File: src/hdl/tbpf_pkg.sv
// Shared constants, codes and controller/datapath interface types for the tile pixel fetch.
package tbpf_pkg;

    // Video memory: 8 KiB of bytes held as two 4096-byte banks (even and odd offsets)
    localparam int VIDEO_BYTES = 8192;
    localparam int ADDR_W      = $clog2(VIDEO_BYTES);
    localparam int BANK_DEPTH  = VIDEO_BYTES / 2;
    localparam int BANK_AW     = ADDR_W - 1;

    // Stream payload widths
    localparam int S_TDATA_W = 40;  // 13 + 8 + 8 + 8 = 37 bits, padded to bytes
    localparam int M_TDATA_W = 16;  // 2 + 9 = 11 bits, padded to bytes
    localparam int TILE_W    = 9;

    // Item kinds carried in the input tuser bit
    localparam logic OP_WRITE = 1'b0;
    localparam logic OP_FETCH = 1'b1;

    // Configuration register indexes
    localparam int CFG_IDX_W = 2;
    localparam logic [CFG_IDX_W-1:0] CFG_MAP_SELECT  = 2'd0;
    localparam logic [CFG_IDX_W-1:0] CFG_DATA_SELECT = 2'd1;
    localparam logic [CFG_IDX_W-1:0] CFG_PALETTE     = 2'd2;

    // Controller to datapath commands
    typedef struct packed {
        logic               accept;      // input item taken this cycle
        logic               clr_we;      // clearing pass writes zero to both banks
        logic [BANK_AW-1:0] clr_addr;    // row being cleared
        logic               tile_rd;     // read both bitplane bytes of the tile row
        logic               load_fetch;  // move fetch shade into the output register
        logic               load_write;  // move write result into the output register
    } t_dp_cmd;

    // Datapath to controller status
    typedef struct packed {
        logic out_free;  // output register empty or being emptied this cycle
        logic in_fetch;  // kind of the item offered at the input
    } t_dp_sts;

endpackage

File: src/hdl/tbpf_ctrl.sv
// Sequencer for the tile pixel fetch: clearing pass, item acceptance and result hand-off.
module tbpf_ctrl
    import tbpf_pkg::*;
(
    input  logic    i_clk,
    input  logic    i_rst_n,
    input  logic    i_s_axis_tvalid,
    output logic    o_s_axis_tready,
    input  t_dp_sts i_sts,
    output t_dp_cmd o_cmd
);

    typedef enum logic [2:0] {
        ST_CLEAR,
        ST_IDLE,
        ST_TILE,
        ST_SHADE,
        ST_WDONE
    } t_state;

    t_state             r_state, n_state;
    logic [BANK_AW-1:0] r_clr_addr, n_clr_addr;
    logic               w_ready;
    logic               w_accept;

    // Take a new item when idle or when the pending result leaves this cycle
    always_comb begin
        case (r_state)
            ST_IDLE:  w_ready = 1'b1;
            ST_SHADE: w_ready = i_sts.out_free;
            ST_WDONE: w_ready = i_sts.out_free;
            default:  w_ready = 1'b0;
        endcase
    end

    assign w_accept        = i_s_axis_tvalid && w_ready;
    assign o_s_axis_tready = w_ready;

    // Next state and clear counter
    always_comb begin
        n_state    = r_state;
        n_clr_addr = r_clr_addr;
        case (r_state)
            ST_CLEAR: begin
                n_clr_addr = r_clr_addr + 1'b1;
                if (&r_clr_addr) begin
                    n_state = ST_IDLE;
                end
            end
            ST_IDLE, ST_SHADE, ST_WDONE: begin
                if (w_accept) begin
                    n_state = i_sts.in_fetch ? ST_TILE : ST_WDONE;
                end else if (r_state != ST_IDLE && i_sts.out_free) begin
                    n_state = ST_IDLE;
                end
            end
            ST_TILE: n_state = ST_SHADE;
            default: n_state = ST_CLEAR;
        endcase
    end

    // Hold state and clear counter
    always_ff @(posedge i_clk) begin
        if (!i_rst_n) begin
            r_state    <= ST_CLEAR;
            r_clr_addr <= '0;
        end else begin
            r_state    <= n_state;
            r_clr_addr <= n_clr_addr;
        end
    end

    // Drive datapath commands
    always_comb begin
        o_cmd            = '0;
        o_cmd.accept     = w_accept;
        o_cmd.clr_we     = (r_state == ST_CLEAR);
        o_cmd.clr_addr   = r_clr_addr;
        o_cmd.tile_rd    = (r_state == ST_TILE);
        o_cmd.load_fetch = (r_state == ST_SHADE) && i_sts.out_free;
        o_cmd.load_write = (r_state == ST_WDONE) && i_sts.out_free;
    end

    // Clearing writes never collide with an item
    a_clr_no_accept: assert property (@(posedge i_clk) disable iff (!i_rst_n)
        o_cmd.clr_we |-> !o_cmd.accept)
        else $error("item accepted during clearing pass");

    // A tile row read is always followed by the shade step
    a_tile_then_shade: assert property (@(posedge i_clk) disable iff (!i_rst_n)
        r_state == ST_TILE |=> r_state == ST_SHADE)
        else $error("tile read not followed by shade step");

    // Only one result moves into the output register at a time
    a_one_load: assert property (@(posedge i_clk) disable iff (!i_rst_n)
        $onehot0({o_cmd.load_fetch, o_cmd.load_write}))
        else $error("two results loaded at once");

    // A fetch item needs both memory reads before its result is loaded
    a_fetch_path: assert property (@(posedge i_clk) disable iff (!i_rst_n)
        o_cmd.load_fetch |-> $past(o_cmd.tile_rd) || $past(r_state == ST_SHADE))
        else $error("fetch result loaded without tile read");

endmodule

File: config.mk
export PLATFORM = sky130hd
export DESIGN_NAME = tbpf_ctrl
export DESIGN_NICKNAME = d
export VERILOG_FILES = /design/src/hdl/tbpf_pkg.sv /design/src/hdl/tbpf_ctrl.sv
export SDC_FILE = /design/constraint.sdc
export NUM_CORES = 1
export LEC_CHECK = 0
export BUFFER_PORTS_ARGS = -buffer_cell sky130_fd_sc_hd__buf_4
export CORE_MARGIN = 4
export CORE_UTILIZATION = 45
export DETAILED_ROUTE_END_ITERATION = 8
export PLACE_DENSITY = 0.7
export SYNTH_ARGS = -nofsm -noshare
export SYNTH_HDL_FRONTEND = slang
export SYNTH_SLANG_ARGS = --single-unit
export TNS_END_PERCENT = 50
File: constraint.sdc
create_clock -name i_clk -period 2.9 [get_ports i_clk]
set_input_delay 0.145 -clock i_clk [delete_from_list [all_inputs] [get_ports i_clk]]
set_output_delay 0.145 -clock i_clk [all_outputs]
set_load 0.01 [all_outputs]
==> impl_metrics.toml <==
[min_path]
holdPathEnd = "r_state[1]"
hp-class = "in2reg"
hold_depth = 2
hp-start = "i_rst_n"

[die]
start_util = 0.478
die-width_um = 51.1
io_pins = 23
coreArea_mm2 = 0.00175
die_h_um = 51.1
num_rows = 15
dieArea_mm2 = 0.00261

[worst_setup_path]
crit_path_end_kind = "register"
arrival_ns = 2.00
path_max_fanout = 17
cp_data_required_time_ns = 3.10
r2r_setup_slack_ns = 1.10
r2r_cells = 3
path_class = "reg2reg"
reg2reg_from = "r_state[2]"
start_kind = "register"
r2r_end = "r_clr_addr[6]"

[flow_run]
max-cap-violations = 0

[synthesis]
synth_ff_type = "dfxtp_1"
seq_area_frac_synth = 0.360
syn_area_um2 = 835
yosysTopAreaCell = "dfxtp_1"
synth-seq-cells = 15
synth_edf_count = 0
syn-num-nets = 108
synth_area_per_cell_um2 = 8.18
async_flop_share = 0
synth_warnings = 0
synth_top_area_share = 0.360
postSynthCellCount = 102
yosys-top-cells-area = "dfxtp_1 36%, a21oi_1 5.4%, nand2_1 5.4%"
synth_cell_types = 33

[pwr]
vdd_drop_max_mv = 0.227
pwr-share-comb = 0.083
seq_power_share = 0.600
p_switching_mw = 0.0799
internal_power_mw = 0.277
sw_frac_of_total = 0.224
clock_power_share = 0.317
p_leak_nw = 0.382
cellPowerDensity_mw_per_mm2 = 352

[cells_and_area]
fin_cells = 147
diodes = 0
fill_cells = 162
final_common_cell = "buf_4"
fin_nets = 129
area_delta_synth_final_pct = 21.4
drive_gt1_frac = 0.221
layout_common_cells = "22 x buf_4, 15 x dfxtp_1, 12 x nand2_1"

[cts]
clock_path_buffers = 2
clk_pin_slew_ns = 0.08
cts.htree.levels = 1
cts_buffers = 3
cts_setup_buffers = 0
post_cts_resized = 0
hold_buffers = 0
cts_sinks = 15
cts-root-buf = "clkbuf_4"
clk_latency_ns = 0.27
cts_tree = "built"

[global_route]
grt_pass1_vias = 740
overflow = 0
grtUsageTotal = 0.155
grt_pass1_wl_um = 3170
antenna_found_initial = 0
grt_max_degree = 18

[timing]
finalHoldViolCount = 0
finalSetupTns_ns = 0
slew_viol_final = 0
timing.final.crit_share = 0.621
worst_pin_slew_ns = 0.519
setup_violations = 0
period_needed_ns = 1.80
fin_skew_ns = 0.00532
rsz0062_at_grt = "no"
max_freq_ghz = 0.555
slew_headroom = 0.654
setup_ws_ns = 1.10

[routing]
ant_nets = 0
drt-total-wl_um = 1830
drc = 0
first_pass_iters = 4
routed_via_density = 5.36
routedWlPerCell_um = 12.4
num_vias = 788
drt_iter0_drc = 7

[outcome]
status = "complete, no violations"

[placed_design]
io_buffers = 22
routabilityCongestion = 0.795
placed_cells = 143
dp_hpwl_um = 1370
place_worst_setup_slack_ns = 1.11
-- per-stage QoR --
step	hold slack, ns	instance area [um2]	util	power (mW)
floorplan	0.300	835	-	0.233
CTS	0.166	1010	0.581	0.364
finish	0.175	1010	0.581	0.357
global placement	0.456	987	0.566	0.247
global route	0.170	1010	0.581	0.379
detailed placement	0.460	987	0.566	0.249
-- registers in the layout, indices dropped and copies added (netlist names) --
name / count
r_clr_addr: 12
r_state: 3
-- power groups by stage --
stage	Sequential [mW]	Combinational, mW	Clock (mW)
floorplan	0.220	0.0135	0
global placement	0.219	0.0287	0
detailed placement	0.219	0.0299	0
CTS	0.214	0.0297	0.120
global route	0.215	0.0329	0.131
finish	0.214	0.0295	0.113
-- Yosys cell counts (all sizes together), types with 3 or more instances --
| master | number |
|---|---|
| inv | 8 |
| nand3 | 4 |
| nand2b | 5 |
| a21oi | 9 |
| nor4 | 4 |
| nor2 | 3 |
| buf | 5 |
| or4 | 5 |
| dfxtp | 15 |
| nand2 | 12 |
| mux2i | 4 |
| nand4 | 3 |
| o31ai | 4 |
-- cell type report --
class	count	area, um2	share of cell area
timing repair buffer	22	165	0.163
multi-input combinational	73	460	0.454
sequential	15	300	0.296
inverter	8	30.0	0.0296
tap	25	31.3	0.0309
clock buffer	4	26.3	0.0259
-- critical path, stage by stage, from the launching register on --
cell     delay [ns]
dfxtp_1        0.39
or3_1          0.63
or4_1          0.57
a21oi_1        0.15
-- cells by family after synthesis --
group / count (synthesis) / share of synthesized area
DFF: 15 / 0.360
and+or+nand+nor: 46 / 0.307
xor gates and xnor gates: 2 / 0.0210
AOI/OAI and AO/OA: 20 / 0.160
buffers and inverters: 14 / 0.0885
adders and majority gates: 1 / 0.0150
muxes: 4 / 0.0480
-- routing by layer --
layer | part of all wire | vias up | track usage
li1 | - | 412 | -
met1 | 0.47 | 355 | 0.203
met2 | 0.48 | 19 | 0.258
met3 | 0.038 | 2 | 0.0262
met4 | 0.0049 | 0 | 0.0493
met5 | 0 | - | 0
-- how the worst max path moves through the flow --
stage,startpoint,endpoint,slack (ns),cells past startpoint
2_1_floorplan,r_state[2],r_clr_addr[10],1.28,6
3_3_place_gp,r_state[2],r_clr_addr[6],1.17,3
3_5_place_dp,r_state[2],r_clr_addr[6],1.11,3
4_1_cts,r_state[2],r_clr_addr[6],1.09,3
5_1_grt,r_state[2],r_clr_addr[6],0.99,3
6_report,r_state[2],r_clr_addr[6],1.10,3
Note: power is estimated with default switching activity, not from simulation.
